==> src/rtl/cbop_pkg.sv <==
// Shared types, codes and constants of the CB-prefix bit operation unit.
package cbop_pkg;

   // Register file geometry: eight byte slots, slot 6 stands for the memory operand
   localparam int REG_W     = 8;
   localparam int REG_DEPTH = 8;
   localparam int REG_AW    = 3;
   localparam int FLAG_W    = 4;

   localparam logic [REG_AW-1:0] MEM_SLOT = 3'd6;

   // Flag bit positions inside flag_bits
   localparam int FLAG_Z_BIT = 3;
   localparam int FLAG_N_BIT = 2;
   localparam int FLAG_H_BIT = 1;
   localparam int FLAG_C_BIT = 0;

   // Item modes
   localparam logic MODE_EXEC = 1'b0;
   localparam logic MODE_LOAD = 1'b1;

   // Opcode bits 7..6
   typedef enum logic [1:0] {
      GRP_SHIFT = 2'd0,
      GRP_BIT   = 2'd1,
      GRP_RES   = 2'd2,
      GRP_SET   = 2'd3
   } group_type;

   // Opcode bits 5..3 in the shift group
   typedef enum logic [2:0] {
      SH_RLC  = 3'd0,
      SH_RRC  = 3'd1,
      SH_RL   = 3'd2,
      SH_RR   = 3'd3,
      SH_SLA  = 3'd4,
      SH_SRA  = 3'd5,
      SH_SWAP = 3'd6,
      SH_SRL  = 3'd7
   } shift_op_type;

   // One input item
   typedef struct packed {
      logic              mode;
      logic [7:0]        opcode;
      logic [REG_W-1:0]  mem_value;
      logic [REG_AW-1:0] reg_index;
      logic [REG_W-1:0]  load_value;
   } req_type;

   // One result item
   typedef struct packed {
      logic [REG_W-1:0]  result_value;
      logic [FLAG_W-1:0] flag_bits;
      logic              mem_write;
   } rsp_type;

   // Execution unit outcome: result plus the register file update
   typedef struct packed {
      rsp_type           rsp;
      logic              reg_write;
      logic [REG_AW-1:0] reg_addr;
   } alu_out_type;

endpackage

==> src/rtl/cbop_ram.sv <==
// Generic single-write, single-read synchronous RAM with registered read data.
module cbop_ram #(
   parameter int DATA_WIDTH = 8,
   parameter int DEPTH      = 8
) (
   input  logic                          clock,
   input  logic                          wr_en,
   input  logic [$clog2(DEPTH)-1:0]      wr_addr,
   input  logic [DATA_WIDTH-1:0]         wr_data,
   input  logic                          rd_en,
   input  logic [$clog2(DEPTH)-1:0]      rd_addr,
   output logic [DATA_WIDTH-1:0]         rd_data
);

   logic [DATA_WIDTH-1:0] mem_ff [DEPTH];
   logic [DATA_WIDTH-1:0] rd_data_ff;

   // Write port
   always_ff @(posedge clock) begin
      if (wr_en) begin
         mem_ff[wr_addr] <= wr_data;
      end
   end

   // Read port: hold the last read data until the next read
   always_ff @(posedge clock) begin
      if (rd_en) begin
         rd_data_ff <= mem_ff[rd_addr];
      end
   end

   assign rd_data = rd_data_ff;

endmodule

==> src/rtl/cbop_alu.sv <==
// Combinational execution of one CB-prefixed opcode or register load.
module cbop_alu (
   input  cbop_pkg::req_type                  item,
   input  logic [cbop_pkg::REG_W-1:0]         reg_value,
   input  logic [cbop_pkg::FLAG_W-1:0]        flags,
   output cbop_pkg::alu_out_type              alu_out
);
   import cbop_pkg::*;

   group_type         group;
   shift_op_type      shift_op;
   logic [2:0]        bit_sel;
   logic [REG_AW-1:0] op_reg;
   logic              is_mem;
   logic [REG_W-1:0]  operand;
   logic [REG_W-1:0]  mask;
   logic [REG_W-1:0]  shifted;
   logic              carry_out;
   logic              carry_in;

   // Decode the opcode fields
   assign group    = group_type'(item.opcode[7:6]);
   assign shift_op = shift_op_type'(item.opcode[5:3]);
   assign bit_sel  = item.opcode[5:3];
   assign op_reg   = item.opcode[2:0];
   assign is_mem   = (op_reg == MEM_SLOT);
   assign operand  = is_mem ? item.mem_value : reg_value;
   assign mask     = REG_W'(1) << bit_sel;
   assign carry_in = flags[FLAG_C_BIT];

   // Rotate and shift unit
   always_comb begin
      shifted   = operand;
      carry_out = 1'b0;
      unique case (shift_op)
         SH_RLC: begin
            shifted   = {operand[REG_W-2:0], operand[REG_W-1]};
            carry_out = operand[REG_W-1];
         end
         SH_RRC: begin
            shifted   = {operand[0], operand[REG_W-1:1]};
            carry_out = operand[0];
         end
         SH_RL: begin
            shifted   = {operand[REG_W-2:0], carry_in};
            carry_out = operand[REG_W-1];
         end
         SH_RR: begin
            shifted   = {carry_in, operand[REG_W-1:1]};
            carry_out = operand[0];
         end
         SH_SLA: begin
            shifted   = {operand[REG_W-2:0], 1'b0};
            carry_out = operand[REG_W-1];
         end
         SH_SRA: begin
            shifted   = {operand[REG_W-1], operand[REG_W-1:1]};
            carry_out = operand[0];
         end
         SH_SWAP: begin
            shifted   = {operand[3:0], operand[7:4]};
            carry_out = 1'b0;
         end
         SH_SRL: begin
            shifted   = {1'b0, operand[REG_W-1:1]};
            carry_out = operand[0];
         end
         default: begin
            shifted   = operand;
            carry_out = 1'b0;
         end
      endcase
   end

   // Select the result, the new flags and the write-back target
   always_comb begin
      alu_out                  = '0;
      alu_out.rsp.flag_bits    = flags;
      if (item.mode == MODE_LOAD) begin
         alu_out.rsp.result_value = item.load_value;
         if (item.reg_index == MEM_SLOT) begin
            alu_out.rsp.flag_bits = item.load_value[7:4];
         end else begin
            alu_out.reg_write = 1'b1;
            alu_out.reg_addr  = item.reg_index;
         end
      end else begin
         unique case (group)
            GRP_SHIFT: begin
               alu_out.rsp.result_value          = shifted;
               alu_out.rsp.flag_bits             = '0;
               alu_out.rsp.flag_bits[FLAG_Z_BIT] = (shifted == '0);
               alu_out.rsp.flag_bits[FLAG_C_BIT] = carry_out;
            end
            GRP_BIT: begin
               alu_out.rsp.result_value          = operand;
               alu_out.rsp.flag_bits[FLAG_Z_BIT] = ((operand & mask) == '0);
               alu_out.rsp.flag_bits[FLAG_N_BIT] = 1'b0;
               alu_out.rsp.flag_bits[FLAG_H_BIT] = 1'b1;
            end
            GRP_RES: alu_out.rsp.result_value = operand & ~mask;
            GRP_SET: alu_out.rsp.result_value = operand | mask;
            default: alu_out.rsp.result_value = operand;
         endcase
         // BIT never writes; other groups write memory or the register
         if (group != GRP_BIT) begin
            alu_out.rsp.mem_write = is_mem;
            alu_out.reg_write     = !is_mem;
            alu_out.reg_addr      = op_reg;
         end
      end
   end

endmodule

==> src/rtl/cb_prefix_bit_op_unit.sv <==
// Top level of the CB-prefix bit operation unit: register file RAM, execute stage, output register.
//
//   channel   direction  handshake           payload
//   req_      in         req_valid/req_stall cbop_pkg::req_type (mode, opcode, mem_value, ...)
//   rsp_      out        rsp_valid/rsp_stall cbop_pkg::rsp_type (result_value, flag_bits, mem_write)
//
// An item can be accepted every cycle while req_stall is low; it passes the execute stage and
// then the output register before it shows on rsp_. The register file RAM is read as the item is
// accepted and written when the item leaves the execute stage; a same-cycle write to the entry being read is forwarded.
// Reset clears the per-entry valid bits (unwritten entries read as zero) and the flags.
// A stalled rsp_ side holds the output register; the execute stage still drains into it
// once, and req_stall rises only when both the execute stage and the output are full.
module cb_prefix_bit_op_unit #(
   parameter int RF_WIDTH = cbop_pkg::REG_W,
   parameter int RF_DEPTH = cbop_pkg::REG_DEPTH
) (
   input  logic                clock,
   input  logic                reset,
   input  logic                req_valid,
   output logic                req_stall,
   input  cbop_pkg::req_type   req_payload,
   output logic                rsp_valid,
   input  logic                rsp_stall,
   output cbop_pkg::rsp_type   rsp_payload
);
   import cbop_pkg::*;

   localparam int RF_AW = $clog2(RF_DEPTH);

   logic                req_acc;
   logic                s1_adv;
   logic [RF_AW-1:0]    rd_addr;
   logic [RF_WIDTH-1:0] rd_data;
   logic                wr_en;
   logic [RF_AW-1:0]    wr_addr;
   logic [RF_WIDTH-1:0] wr_data;
   logic [REG_W-1:0]    reg_value;
   alu_out_type         alu_out;

   logic                s1_valid_ff, s1_valid_in;
   req_type             s1_item_ff;
   logic                fwd_hit_ff, fwd_hit_in;
   logic [RF_WIDTH-1:0] fwd_data_ff;
   logic                rd_valid_ff;
   logic [RF_DEPTH-1:0] reg_valid_ff, reg_valid_in;
   logic [FLAG_W-1:0]   flag_ff, flag_in;
   logic                rsp_valid_ff, rsp_valid_in;
   rsp_type             rsp_item_ff;

   // Handshake: the execute stage moves on when the output register is free
   assign s1_adv    = s1_valid_ff && (!rsp_valid_ff || !rsp_stall);
   assign req_stall = s1_valid_ff && !s1_adv;
   assign req_acc   = req_valid && !req_stall;

   // Register file access
   assign rd_addr = RF_AW'(req_payload.opcode[2:0]);
   assign wr_en   = s1_adv && alu_out.reg_write;
   assign wr_addr = RF_AW'(alu_out.reg_addr);
   assign wr_data = RF_WIDTH'(alu_out.rsp.result_value);

   cbop_ram #(
      .DATA_WIDTH (RF_WIDTH),
      .DEPTH      (RF_DEPTH)
   ) u_reg_ram (
      .clock   (clock),
      .wr_en   (wr_en),
      .wr_addr (wr_addr),
      .wr_data (wr_data),
      .rd_en   (req_acc),
      .rd_addr (rd_addr),
      .rd_data (rd_data)
   );

   // Pick the operand: forwarded write, RAM data, or zero for a never-written entry
   always_comb begin
      if (fwd_hit_ff) begin
         reg_value = REG_W'(fwd_data_ff);
      end else if (rd_valid_ff) begin
         reg_value = REG_W'(rd_data);
      end else begin
         reg_value = '0;
      end
   end

   cbop_alu u_alu (
      .item      (s1_item_ff),
      .reg_value (reg_value),
      .flags     (flag_ff),
      .alu_out   (alu_out)
   );

   // Next-state logic for control registers
   always_comb begin
      s1_valid_in  = s1_valid_ff;
      if (req_acc) begin
         s1_valid_in = 1'b1;
      end else if (s1_adv) begin
         s1_valid_in = 1'b0;
      end
      rsp_valid_in = rsp_valid_ff && rsp_stall;
      if (s1_adv) begin
         rsp_valid_in = 1'b1;
      end
      fwd_hit_in   = wr_en && (wr_addr == rd_addr);
      reg_valid_in = reg_valid_ff;
      if (wr_en) begin
         reg_valid_in[wr_addr] = 1'b1;
      end
      flag_in = s1_adv ? alu_out.rsp.flag_bits : flag_ff;
   end

   // Control registers
   always_ff @(posedge clock) begin
      if (reset) begin
         s1_valid_ff  <= 1'b0;
         rsp_valid_ff <= 1'b0;
         fwd_hit_ff   <= 1'b0;
         rd_valid_ff  <= 1'b0;
         reg_valid_ff <= '0;
         flag_ff      <= '0;
      end else begin
         s1_valid_ff  <= s1_valid_in;
         rsp_valid_ff <= rsp_valid_in;
         reg_valid_ff <= reg_valid_in;
         flag_ff      <= flag_in;
         if (req_acc) begin
            fwd_hit_ff  <= fwd_hit_in;
            rd_valid_ff <= reg_valid_ff[rd_addr];
         end
      end
   end

   // Payload registers: capture the item and forwarded data, hold the result
   always_ff @(posedge clock) begin
      if (req_acc) begin
         s1_item_ff  <= req_payload;
         fwd_data_ff <= wr_data;
      end
      if (s1_adv) begin
         rsp_item_ff <= alu_out.rsp;
      end
   end

   assign rsp_valid   = rsp_valid_ff;
   assign rsp_payload = rsp_item_ff;

endmodule

==> config.mk <==
export PLATFORM = sky130hd
export DESIGN_NAME = cb_prefix_bit_op_unit
export DESIGN_NICKNAME = d
export VERILOG_FILES = /design/src/rtl/cbop_pkg.sv /design/src/rtl/cbop_ram.sv /design/src/rtl/cbop_alu.sv /design/src/rtl/cb_prefix_bit_op_unit.sv
export SDC_FILE = /design/constraint.sdc
export NUM_CORES = 1
export LEC_CHECK = 0
export BUFFER_PORTS_ARGS = -buffer_cell sky130_fd_sc_hd__buf_2
export CAP_MARGIN = 20
export CORE_MARGIN = 10
export CORE_UTILIZATION = 60
export DETAILED_ROUTE_END_ITERATION = 6
export PLACE_DENSITY = 0.8
export SLEW_MARGIN = 20
export SYNTH_ARGS = -nofsm -noshare
export SYNTH_HDL_FRONTEND = slang
export SYNTH_SLANG_ARGS = --single-unit
==> constraint.sdc <==
create_clock -name clock -period 3.7 [get_ports clock]
set_input_delay 0.185 -clock clock [delete_from_list [all_inputs] [get_ports clock]]
set_output_delay 0.185 -clock clock [all_outputs]
set_load 0.01 [all_outputs]
; Word-level counts from Yosys, hierarchy flattened
; Memory sizes are Yosys's and may differ from the RTL's. A register that Yosys moved wholly into a read port is not among the register bits.
; Index checks and enable logic that the tools add are counted.
[totals]
input_bits = 32
regBits = 65
ramBits = 64
mem_count = 1
word_cells = 83
out_inout_bits = 15
[mem_list]
columns = memory, depth, word_bits, rd, rd_clocked_by_memory_dff, write_ports, line
row1 = u_reg_ram.mem_ff, 8, 8, 1, 1, 1, cbop_ram.sv:15  ; logic [DATA_WIDTH-1:0] mem_ff [DEPTH];
[classes]
muxes = 22
bitwise = 6
n_shift = 1
magnitude_cmp = 3
n_eq_ne = 14
n_reduce_logical = 21
[ops]
columns = cell, count
row1 = one-hot mux 8 bit (8 select lines), 1
row2 = one-hot mux 8 bit (4 select lines), 1
row3 = 2-to-1 mux 8 bit, 3
row4 = "== test 3 bit, second input constant", 6
row5 = bitwise AND 8 bit, 2
row6 = logical NOT 8 bit, 2
row7 = 2-to-1 mux 4 bit, 4
row8 = bitwise OR 8 bit, 2
row9 = 2-to-1 mux 12 bit, 1
row10 = "less-than comparator 3 x 4 -> 1 bit, second input constant", 2
row11 = 2-to-1 mux 1 bit, 8
row12 = inverter 8 bit, 1
row13 = "left shift 1 x 3 -> 8 bit, first input constant", 1
row14 = logical AND 1 bit, 7
row15 = "== test 3 x 2 -> 1 bit, second input constant", 2
row16 = one-hot mux 3 bit (2 select lines), 1
row17 = logical NOT 1 bit, 5
row18 = "== test 2 bit, second input constant", 2
row19 = OR reduction 4 bit, 1
row20 = binary-select mux 1 bit (select 3 bit), 1
row21 = demux 1 bit (select 3 bit), 1
row22 = "== test 3 x 1 -> 1 bit, second input constant", 1
row23 = == test 3 bit, 1
row24 = ">= comparator 3 x 1 -> 1 bit, second input constant", 1
row25 = 10 further kinds, 10

; Logic depth before layout (Yosys ltp)
; Gate-level depths: netlist of the first run.
[depth]
ltp_word = 9
mapped_depth = 9
mapped_depth_nobuf = 7

; By module
; A second synthesis of the first run with hierarchy kept.
[unflattened]
hier_cells = 416
hier_area_um2 = 6214.7
[modules_own_cells]
columns = module, cells_per_inst, seq_area_each_um2, n_inst, area_per_inst_um2
row1 = cbop_ram, 114, 2162.1, 1, 2771.4
row2 = cb_prefix_bit_op_unit, 133, 1791.7, 1, 2262.2
row3 = cbop_alu, 169, 0.0, 1, 1181.1

; Least setup slack after synthesis of the first run
; Ideal clock, no wire load.
[synth_path]
kind = register to register
start = register rsp_valid_ff, in the netlist rsp_valid
end = memory u_reg_ram.mem_ff[0][0] (enable)
path_buffers = 0
setup_slack_ps = 963
required_ps = 3330
path_stages_with_launch = 5
period_less_slack_ps = 2737
arrival_ps = 2367
setup_time_ps = 370
path_cell_list = dfxtp_1 > a21boi_1 > nand2_1 > or2_2 > nor2_1
[synth_via]
elab_chain_len = 6
[synth_lines]
columns = element, line
row1 = from (decl), cb_prefix_bit_op_unit.sv:47  ; logic rsp_valid_ff, rsp_valid_in;
row2 = from (signal assigned), cb_prefix_bit_op_unit.sv:123  ; rsp_valid_ff <= rsp_valid_in;
row3 = logical NOT 1 bit, cb_prefix_bit_op_unit.sv:51  ; assign s1_adv = s1_valid_ff && (!rsp_valid_ff || !rsp_stall);
row4 = logical OR 1 bit, cb_prefix_bit_op_unit.sv:51
row5 = logical AND 1 bit, cb_prefix_bit_op_unit.sv:51
row6 = via s1_adv, cb_prefix_bit_op_unit.sv:31  ; logic s1_adv;
row7 = logical AND 1 bit, cb_prefix_bit_op_unit.sv:57  ; assign wr_en = s1_adv && alu_out.reg_write;
row8 = 2-to-1 mux 1 bit, cbop_ram.sv:20  ; if (wr_en) begin
row9 = 2-to-1 mux 1 bit (implied by the code), cbop_ram.sv:21  ; mem_ff[wr_addr] <= wr_data;
row10 = to (decl), cbop_ram.sv:15
; The timed path passes the listed nets, and every way through them passes these cells.

==> metrics list, run 1 <==
- Number of global-route vias before repair: approximately 4.1k
* Starting utilization of the core area: about three fifths
- For this run, the number of Yosys warnings is 0.
* Worst path required time: 3.88 ns
* Worst ir drop on vdd: between 0.4 and 0.5 mV
- At the end of routability-driven placement, the weighted congestion stood at around 0.91.
- Hold WC Path Type: in2reg
- Synthesized cell area: approximately 0.0061 sq mm
- After detailed routing, the met3 layer carries approximately 1.4 mm of wire.
- Critical path launch point type: register
* Met2 wire length: about 7 mm
- The number of antenna violations at the first check in global routing came to 0.
- Summed over all layers, the routed wires come to approximately 14 mm.
- Max Clock Freq: 0.3382 GHz
- Setup repair after global routing left no endpoint under its margin.
* Layout overhead on the synthesized area: 19.68%
* Sequential area share after synthesis: 65.33%
- Sum Neg Setup Slack: 0 ns
- In this run the power density over the cells is 508.7 mW/mm^2.
- The count of nets left with antenna violations once routing finished came out at 0.
* Combinational family with the most area after synthesis: simple AND/OR/NAND/NOR gates
* DP Cell Count: a little over 600
- Of the total synthesized cell area, the portion taken by AND, OR, NAND and NOR gates is 11.37%.
- Final clock period utilization by the worst path: about four fifths
* Count of pins over their slew limit: 0
- Ranked by total cell area, the synthesized netlist is headed by edfxtp_1, mux4_2, dfxtp_1.
* Clock latency at the later pin of the worst-skew pair: about 0.53 ns
- The number of hold violations in the final report is 0.
- Vias per inst: 6.099
- Clock tree from TritonCTS: yes
- Counting flops and latches in the post-synthesis netlist gives 137.
- At the pin with the least slew margin, the transition time is between 1 and 1.5 ns.
- For this run, the total global-route usage over all layers was measured as between 20% and 30%.
- STA puts the critical path data arrival time at between 3 and 4 ns.
- The clock drives around 140 sinks.
- Die outline width: ~120 um
- The floorplan step set the die height to ~120 um.
* Highest routed layer: met4
- Wire length on met1: 5.884 mm
- Of the post-synthesis cell area, the dominant cell type holds roughly 60%.
* Via count: 4,074
- Total core area: ~0.0098 sq mm
- Multiplexer share of the synthesized area: 10.03%
- Hold is met by around 0.035 ns.
- Quantity of I/O buffers inserted on ports: 46
* Avg Inst Size Synth: about 14 sq um
- Of the cells placed in the final design, the portion with a size suffix greater than 1 is between 20% and 30%.
- Relative slew margins: a little under a third
- Summing internal, switching and leakage power gives around 3.7 mW.
* Total iterations of the first detailed-routing run: 5
* Residual DRC count: 0
- The floorplan has 36 rows.
* Number of clock buffers inserted by TritonCTS: 17
* Kind of capture point of the worst setup path: register
- Iter 0 DRT Violations: between 400 and 500
- Time the final worst path needs with I/O delays and setup: approximately 3 ns
- Post-CTS Setup Bufs: 0
- Dividing the detail-routed wire length by the instance count gives between 20 and 25 um.
- Primary FF master, synth: edfxtp_1
- The synthesized netlist devotes 10.11% of its cell area to compound gates.
* Clock slew at reported path FFs: around 0.060 ns
- Counting distinct cell types in the post-synthesis netlist gives 56.
- Of all nets on the critical path, the largest fanout is 31.
- The die covers between 0.01 and 0.015 sq mm.
- Global-route wire length before repair: about 23 mm
- Gate count of the mapped netlist: 434
- After Yosys synthesis, XOR and XNOR cells account for 0.4342% of the synthesized area.
- In this run, synthesis inferred around 120 flip-flops with an integrated enable.
- Cell taking the most area after synthesis: edfxtp_1
- Fraction of synthesis flops using an asynchronous set or reset pin: 0%
* Cell at the root of the clock tree: clkbuf_8
- Number of diodes added for antenna fixing: 0
- Maximum number of pins on one net before global-route repair: 36
- Final layout net count: ~550
- Between clock sinks in the finished design, the worst skew comes to just over 0.01 ns.
- Summing the areas of all fa, ha and maj instances in the mapped netlist gives 0% of the synthesized area.
* Final-report setup violation count: 0
* Static Leak: 2.607 nW
- Max-cap violations in this run came to 0.
* Number of top-level design ports: 47
* Sum of net half-perimeters after detailed placement: 8.998 mm
* Fin cells: between 600 and 700
- Remaining Overflow, GRT: 0
* Max clock buf depth: 2
- The run finished with clean final reports.
- CP Class: reg2reg
* H-tree depth: 4
## timing repair
item | 4_1_cts | 5_1_grt
gates resized for setup | 0 | 0
hold buffers | 27 | 0
hold endpoints to repair | 28 | 0
## final timing paths
path / startpoint / end / slack [ns] / cells after the start
worst min-delay path: reset / reg_valid_ff[0] / 0.04 / 2
worst max register to register: s1_item_ff[22] / u_reg_ram.mem_ff[6][3] / 0.74 / 6
worst max-delay path: s1_item_ff[22] / u_reg_ram.mem_ff[6][3] / 0.74 / 6
worst min register to register: reg_valid_ff[6] / reg_valid_ff[6] / 0.46 / 1
## flip-flops by register name (all words and copies together), names as in the netlist
register	cells
u_reg_ram.mem_ff	64
fwd_data_ff	8
u_reg_ram.rd_data	8
reg_valid_ff	8
rd_valid_ff	1
fwd_hit_ff	1
s1_valid_ff	1
flag_ff	4
rsp_payload	13
rsp_valid	1
s1_item_ff	28
## placed cells by master (no fill, tap or decap), types with 11 or more instances in the layout
cell type,Yosys,routed
dlygate4sd3_1,0,27
nor2_1,40,40
clkbuf_16,0,16
mux4_2,18,18
edfxtp_1,121,121
nand2_1,40,40
buf_2,5,46
o21ai_0,18,17
nand3_1,11,11
a21oi_1,27,27
dfxtp_1,16,16
## kinds of logic (layout without fill, tap and decap cells)
group / count (synthesis) / count (layout)
flops: 137 / 137
compound gates: 92 / 92
simple gates: 134 / 134
mux: 37 / 37
buf+inv: 30 / 124
xor+xnor: 3 / 3
other cells: 1 / 8
## routing by layer
layer | global-route usage, % | up-vias
met4 | 7.164 | 0
met5 | 0 | -
met2 | 31.63 | 203
met1 | 27.09 | 2000
met3 | 6.561 | 21
li1 | - | 1850
## power by group
group / leakage (nW) / internal [mW] / switching (mW)
logic: 1.08 / 0.137 / 0.188
registers: 1.27 / 1.77 / 0.0443
clock network: 0.260 / 0.923 / 0.622
## per-stage QoR
step                      instance area (sq um)  setup WS [ns]  utilization [%]
final                                      7243         0.7432            73.76
after CTS                                  7243         0.8289            73.76
after detailed placement                   6426         0.8407            65.44
after floorplan                            6078         0.9627                -
after global routing                       7243         0.5300            73.76
after global placement                     6426         0.7027            65.44
## area by class of cell
| class | count | area [sq um] |
|---|---|---|
| Fill cell | 661 | 2576 |
| Sequential cell | 137 | 3954 |
| Inverter | 9 | 33.78 |
| Tap cell | 133 | 166.4 |
| Clock inverter | 11 | 97.59 |
| Multi-Input combinational cell | 274 | 1967 |
| Clock buffer | 21 | 449.2 |
| Timing Repair Buffer | 83 | 575.6 |
## critical path, stage by stage (launching register included)
cell      delay, ns
edfxtp_1       0.94
nor2b_1        0.37
nand2_1        0.11
mux2i_1        0.13
o21ai_0        0.19
a21oi_1        0.06
o21ai_0        0.80
## synthesized netlist by cell type, types with 3 or more instances
cell type / count
nor2_1: 40
mux2_2: 9
clkbuf_1: 9
mux4_2: 18
o22ai_1: 5
nand2_1: 40
o21ai_0: 18
inv_1: 9
nor3_1: 4
nand3_1: 11
a2bb2oi_1: 3
and4bb_2: 6
edfxtp_1: 121
dfxtp_1: 16
a31oi_2: 3
a21oi_1: 27
nor2b_1: 6
mux2i_1: 10
nand2b_1: 6
buf_2: 5
a31oi_1: 8
or2_2: 4
nand3b_1: 8
a221oi_1: 4
and2_1: 4
No activity file was read; power rests on OpenSTA's default activity.
==> inputs of run 2 (changes only) <==
ABC_AREA = 1   (was unset)
CORE_UTILIZATION = 54   (was 60)
PLACE_DENSITY = 0.76   (was 0.8)
clock period = 2.7 ns   (was 3.7 ns; I/O delays follow)
==> run 2 against run 1 <==
Compared with the run above: sequential share of layout area shrank 1.1 points; clock power grew 39%; worst setup slack lost 0.24 ns; wire length grew 12%.
==> metrics list, run 2 <==
- The worst setup path is of the reg2reg kind.
* Maximum number of pins on one net before global-route repair: 39
- The worst setup path is captured at a register.
- Critical path launch point type: register
- Std cell rows: 38
- Cells resized by post-CTS repair: 0
- Clock latency at the later pin of the worst-skew pair: ~0.54 ns
* Number of global-route vias before repair: 4,764
* Residual DRC count: 0
- Headroom to the max-slew limit came out at a little under a third.
- The initial utilization of the core area, before any placement, comes to 54.96%.
- Gate count of the mapped netlist: 585
- Leading cell types in the layout, fill and taps excluded: edfxtp_1, nor2_1, nand2_1
- Primary FF master, synth: edfxtp_1
- Gpl congestion: around 0.93
- Synthesis instantiated 31 different standard cells from the library.
- Once detail routing completed, the nets flagged for antenna violations numbered 0.
- At the worst endpoint, the required time is approximately 3 ns.
- EDFF count, synth: 121
- Final clock period utilization by the worst path: around four fifths
* Critical path, cell by cell: nand2_1 > nor2_4 > nand2_1 > buf_4 > nand2_1 > o21ai_0 > nor2_1 > nand2_1 > a22oi_1 > o21ai_0 > buf_4
- Counting buffers and inverters, the worst setup path is 11 cells deep.
* Number of antenna violations at the first check in global routing: 0
- After synthesis, the most frequently instantiated cells are edfxtp_1, nor2_1, nand2_1, o21ai_0, inv_1.
- Final layout net count: about 730
- The tightest min-delay check is of the in2reg type.
* Worst r2r src: s1_item_ff[21]
- Number of cells traversed by the worst register-to-register path: 11
- Each instance of the synthesized netlist takes up on average between 10 and 15 sq um.
- Final hold violations: 0
* Final wirelength: around 16 mm
- Buffers placed on the I/O ports in this run total 46.
- The slowest stage of the critical path is the edfxtp_1 cell.
* Layout overhead on the synthesized area: 24.09%
* Synthesized cell area: 0.005958 sq mm
- Run status: complete, no violations
- Total iterations of the first detailed-routing run: 7
- Sequential area share after synthesis: between 60% and 70%
* Cell with the most instances after synthesis: edfxtp_1
* Die outline width: 125.0 um
- Crit path capture: u_reg_ram.mem_ff[0][7]
- The register with the most flip-flops in the layout has 64 of them.
- The library cell used most frequently in the layout, excluding fill and tap cells, is edfxtp_1.
- Largest register by flop count: u_reg_ram.mem_ff
- Num Clock Sinks: roughly 140
- Between clock sinks in the finished design, the worst skew comes to about 0.010 ns.
- Power density relative to cell area: just under 700 mW/mm^2
- After routing the design area is around 0.0074 sq mm.
- Sorting the synthesized cells by area gives the leading types as edfxtp_1, nor2_1, o21ai_0.
* Total core area: 0.01084 sq mm
* Max Clock Freq: ~0.46 GHz
- Overall global routing resource usage: 20.35%
* Vias per inst: ~5.6
- The critical path contains buffers and inverters numbering 2 combined.
- 47 I/O pins were placed.
* Pin slew with the least headroom to its limit: roughly 1.0 ns
- Global-route wire length before repair: 25.07 mm
- Setup repair after global routing left no endpoint under its margin.
- Grouping stages by cell kind, the critical path spends the most delay in simple AND/OR/NAND/NOR gates.
- Cell at the root of the clock tree: clkbuf_8
- No sink is reached through more buffers than the 2 on the longest clock path.
- Final-report setup violation count: 0
* Maximum fanout along the worst path: 10
- Warning count from the yosys run: 0
- Number of maximum-capacitance constraint violations: 0
- The biggest area contributor in the post-synthesis netlist is edfxtp_1.
- Number of storage elements in the synthesis netlist: 137
- Static Leak: between 2 and 3 nW
* Sum Neg Setup Slack: 0 ns
- Cts hold-fix bufs: 29
- Post-CTS Setup Bufs: 0
- Fraction of synthesis flops using an asynchronous set or reset pin: 0%
- In this run the critical register-to-register path is captured at u_reg_ram.mem_ff[0][7].
* Proportion of layout cells with a drive suffix above 1: between 10% and 20%
* Time the final worst path needs with I/O delays and setup: between 2 and 2.5 ns
- Routed WL per cell: 18.88 um
- Tracing the worst setup path back leads to its startpoint at s1_item_ff[21].
- H-tree depth: 4
- Count of pins over their slew limit: 0
- TritonCTS built the clock tree.
- The worst register-to-register path has a setup slack of approximately 0.50 ns.
* Sum of net half-perimeters after detailed placement: roughly 11 mm
- Maximum single-stage delay on the critical path: ~0.4 ns
- Across the VDD grid, the largest voltage drop is 0.7238 mV.
- After global routing the overflow that remains totals 0.
- Area after detailed placement: about 0.0066 sq mm
* Signal arrival time at the worst endpoint: approximately 2.5 ns
- Clock tree synthesis inserted a total of 17 buffers.
- The die covers ~0.016 sq mm.
* Via count: 4,792
- The detailed router finished its first iteration with between 500 and 600 violations.
- Area share of the leading cell type in the synthesized netlist: between 60% and 70%
- 0 antenna diodes ended up in the layout.
- Measured on the finished design, the core utilization comes to approximately 68%.
- In this design, the critical path's most frequently occurring cell is nand2_1.
- Measured along the y axis, the die boundary spans between 100 and 150 um.
- After clock tree synthesis, the clock-pin slew on the worst setup and hold paths is approximately 0.07 ns.
## run 2: changes by cell type after synthesis, sizes merged, moves of 8 or more
cell	previous run	this run
nor2	40	112
o21ai	19	68
mux4	18	0
mux2i	10	0
nand2	40	81
nand3b	9	1
mux2	9	0
nand3	11	50
inv	9	55
## run 2: area by class of cell
class	count	area, sq um
Sequential cell	137	3954
Fill cell	813	3447
Multi-Input combinational cell	378	1727
Timing Repair Buffer	110	783.3
Clock buffer	19	421.7
Inverter	57	214.0
Tap cell	140	175.2
Clock inverter	13	118.9
## run 2: logic make-up after synthesis
logic type	count (synthesis)	share of synthesized area [%]
xor+xnor	2	0.2940
other cells	1	0.06294
buf+inv	77	5.103
compound gates	117	10.67
flops	137	66.36
simple gates	251	17.51
## run 2: metrics by stage
| step | hold WS (ns) | setup WS [ns] | power [mW] | instances |
|---|---|---|---|---|
| finish | 0.07696 | 0.5044 | 5.127 | 854 |
| global route | 0.06467 | 0.3344 | 5.303 | 854 |
| CTS | 0.05327 | 0.5360 | 5.129 | 854 |
| detailed placement | 0.3135 | 0.5715 | 2.975 | 793 |
| global placement | 0.3122 | 0.5685 | 2.967 | 793 |
| floorplan | 0.2041 | 0.5143 | 2.772 | 592 |
## run 2: how the worst min path moves through the flow
| stage | start | endpoint | slack, ns | cells after the start |
|---|---|---|---|---|
| after floorplan | reset | rsp_valid | 0.20 | 1 |
| after global placement | req_payload[1] | s1_item_ff[1] | 0.31 | 1 |
| after detailed placement | req_payload[10] | s1_item_ff[10] | 0.31 | 1 |
| after CTS | req_payload[20] | s1_item_ff[20] | 0.05 | 1 |
| after global routing | req_payload[20] | s1_item_ff[20] | 0.06 | 1 |
| final | req_payload[20] | s1_item_ff[20] | 0.08 | 1 |
## run 2: where the power goes
part           leakage (nW)  switching [mW]  internal (mW)  total, mW
Combinational          1.43           0.334          0.175      0.509
Clock                 0.263           0.921           1.23       2.15
Sequential             1.27          0.0373           2.43       2.47
Total                  2.96            1.29           3.84       5.13
## run 2: metal layers
metal	global-route usage [%]	vias up	share of wire [%]
li1	-	2253	-
met1	22.96	2262	38
met2	35.11	222	51
met3	5.450	55	6.8
met4	9.621	0	4.0
met5	0	-	0
==> inputs of run 3 (changes only) <==
ABC_AREA = 0   (was 1)
clock period = 1.9 ns   (was 2.7 ns; I/O delays follow)
==> run 3 against run 2 <==
Compared with the run above: the flow now finishes with violations (negative setup slack); clock power up 55%; clock-buffer cell count down 2; clock skew up 0.0061 ns; non-clock buffer count up 73; highest routed layer unchanged; power up 55%; register-to-register slack worse by 0.80 ns; largest power group unchanged.
==> metrics list, run 3 (same netlist as run 1, synthesis figures left out) <==
- The run finished, with violations left.
* Failing checks: negative setup slack
* Cell at the root of the clock tree: clkbuf_8
* Std cell rows: 38
- The detailed router put a total of approximately 7.3 mm of wire on met1.
- From synthesis to final layout, the design area changed by 47.26%.
* Largest register by flop count: u_reg_ram.mem_ff
- Number of cells traversed by the worst register-to-register path: 11
* Leading cell types in the layout, fill and taps excluded: edfxtp_1, buf_4, buf_2
- The core region is about 0.011 sq mm.
- The detailed router placed 4,747 vias in this run.
* Worst r2r src: s1_item_ff[21]
- Routed WL per cell: between 20 and 25 um
- Hold depth: 2
- Most common cell after layout, fill and taps aside: edfxtp_1
* Highest routed layer: met4
- Setup repair after global routing missed its margin: true
- In the global route stage, overall resource usage came out at between 20% and 30%.
- The first detailed-routing pass ran for 5 iterations.
- Once detailed placement completed, the half-perimeter wirelength came to 10.75 mm.
* End point of the worst hold path: s1_item_ff[19]
- Once placement finished, the instance area stood at ~0.007 sq mm.
- The via count of the first global-routing pass is approximately 4.8k.
- For the worst setup path, the data required time is approximately 2.3 ns.
* Max Clock Freq: 0.4547 GHz
* Terminus of the critical flop-to-flop path: flag_ff[3]
- Global-route wire length before repair: about 26 mm
- Number of flip-flops under the largest register name: between 60 and 70
* Starting utilization of the core area: a little under three fifths
* Max clock buf depth: 2
- The die is approximately 130 um wide.
* Area occupied by registers: roughly 0.004 sq mm
- Reg2Reg Setup Slack: -0.30 ns
- Number of diodes added for antenna fixing: 0
- Residual DRC count: 0
- Setup violations remaining at the end of the flow were counted as roughly 140.
* Critical path launch point type: register
- In this run the worst path has a maximum fanout of 4.
- Final hold violations: 0
* Crit path setup slack, layout: -0.2992 ns
- The tightest min-delay check is of the in2reg type.
- H-tree depth: 4
* Final clock period utilization by the worst path: 115.7%
- After clock tree synthesis, the clock-pin slew on the worst setup and hold paths is around 0.070 ns.
- Number of maximum-capacitance constraint violations: 0
* Num Clock Sinks: ~140
* Final Instance Area: about 0.0089 sq mm
- Number of antenna violations at the first check in global routing: 0
* Clock latency at the later pin of the worst-skew pair: ~0.53 ns
* Gpl congestion: a little over 0.9
- Time the final worst path needs with I/O delays and setup: about 2.2 ns
* Worst ir drop on vdd: 0.9342 mV
* Chip Height: approximately 130 um
- Cells fill 81.85% of the core in the end.
* Maximum number of pins on one net before global-route repair: 47
* Final wirelength: 18.66 mm
- During placement, the flow inserted port buffers numbering between 40 and 50.
* Pin slew with the least headroom to its limit: about 0.59 ns
- Iter 0 DRT Violations: approximately 450
- Die area: ~0.016 sq mm
- TritonCTS created 17 clock buffers.
- Number of top-level design ports: 47
* Static Leak: ~3.3 nW
- Across the routed clock network, the largest skew measured is approximately 0.016 ns.
- CP Class: reg2reg
- Area taken by multi-input logic gates: between 0.002 and 0.003 sq mm
- Summed over all nets, wire length on met2 after detailed routing comes to between 9 and 10 mm.
* Clock tree from TritonCTS: yes
* Signal arrival time at the worst endpoint: between 2 and 3 ns
- STA classifies the critical path endpoint as a register.
- In this run the power density over the cells is approximately 890 mW/mm^2.
- In this run the tightest slew margin relative to its limit is just over 60%.
* Count of fill cells added during filler insertion: approximately 530
* Remaining Overflow, GRT: 0
- The startpoint identified for the worst hold timing path is req_payload[19].
* Count of pins over their slew limit: 0
* Proportion of layout cells with a drive suffix above 1: around 46%
* Routed length on met3: 1.355 mm
* Post-route antenna net violation count: 0
- Final layout net count: roughly 660
* Vias per inst: about 6.1
run 3: cell types whose count changed in the layout (fill, tap and decap cells not counted), sizes merged, moves of 9 or more:
cell    delta
mux2       +9
o21ai     -49
nor2      -72
nand2     -41
nand3     -39
mux4      +18
nand3b     +9
mux2i     +10
buf       +69
inv       -44
run 3: where the power goes:
| part | switching (mW) | internal, mW | total, mW |
|---|---|---|---|
| clock network | 1.40 | 1.92 | 3.33 |
| logic | 0.585 | 0.546 | 1.13 |
| registers | 0.0657 | 3.45 | 3.51 |
| total | 2.05 | 5.91 | 7.97 |
run 3: through the flow:
step	setup WS [ns]	setup TNS, ns	power [mW]	hold WS, ns	cells
after floorplan	-0.1732	-10.46	3.968	0.1596	441
after global placement	-0.3157	-22.78	4.324	0.2728	685
after detailed placement	-0.5057	-32.66	4.334	0.2732	685
after CTS	-0.2214	-14.34	7.797	-0.06932	766
after global routing	-0.3920	-31.58	8.188	0.02842	780
final	-0.2992	-20.06	7.966	0.02476	780
run 3: area by class of cell:
class                           count  share of cell area (%)
Clock buffer                       17                   4.647
Clock inverter                     15                   2.036
Inverter                            9                  0.3791
Multi-Input combinational cell    279                   28.93
Sequential cell                   137                   44.36
Tap cell                          140                   1.965
Timing Repair Buffer              183                   17.68
run 3: worst max path at each step:
stage	start	cells after the start	slack (ns)	endpoint
2_1_floorplan	s1_item_ff[26]	6	-0.17	u_reg_ram.mem_ff[5][0]
3_3_place_gp	s1_item_ff[19]	7	-0.32	u_reg_ram.mem_ff[6][1]
3_5_place_dp	s1_item_ff[19]	7	-0.51	u_reg_ram.mem_ff[5][1]
4_1_cts	s1_item_ff[21]	11	-0.22	flag_ff[3]
5_1_grt	s1_item_ff[19]	10	-0.39	flag_ff[3]
6_report	s1_item_ff[21]	11	-0.30	flag_ff[3]
run 3: timing repair:
| action | 4_1_cts | 5_1_grt |
|---|---|---|
| setup endpoints to repair | 144 | 144 |
| hold buffers | 31 | 1 |
| resized for setup | 61 | 70 |
| pin swaps | 20 | 38 |
| setup buffers | 16 | 10 |
| hold endpoints to repair | 41 | 11 |
| gates cloned | 3 | 4 |
run 3: worst max-delay path, stage by stage, from the launching register on:
cell and delay, ns:
edfxtp_1 0.42, buf_4 0.17, buf_6 0.12, and4bb_2 0.24
buf_4 0.13, a311oi_1 0.24, a21oi_1 0.08, nand3_1 0.14
a31oi_2 0.11, a31oi_2 0.22, buf_4 0.15, a211oi_2 0.05
run 3: layer usage:
metal | GRT usage [%] | up-vias
li1 | - | 2077
met3 | 5.201 | 60
met2 | 36.22 | 238
met4 | 9.913 | 0
met1 | 25.75 | 2372
met5 | 0 | -
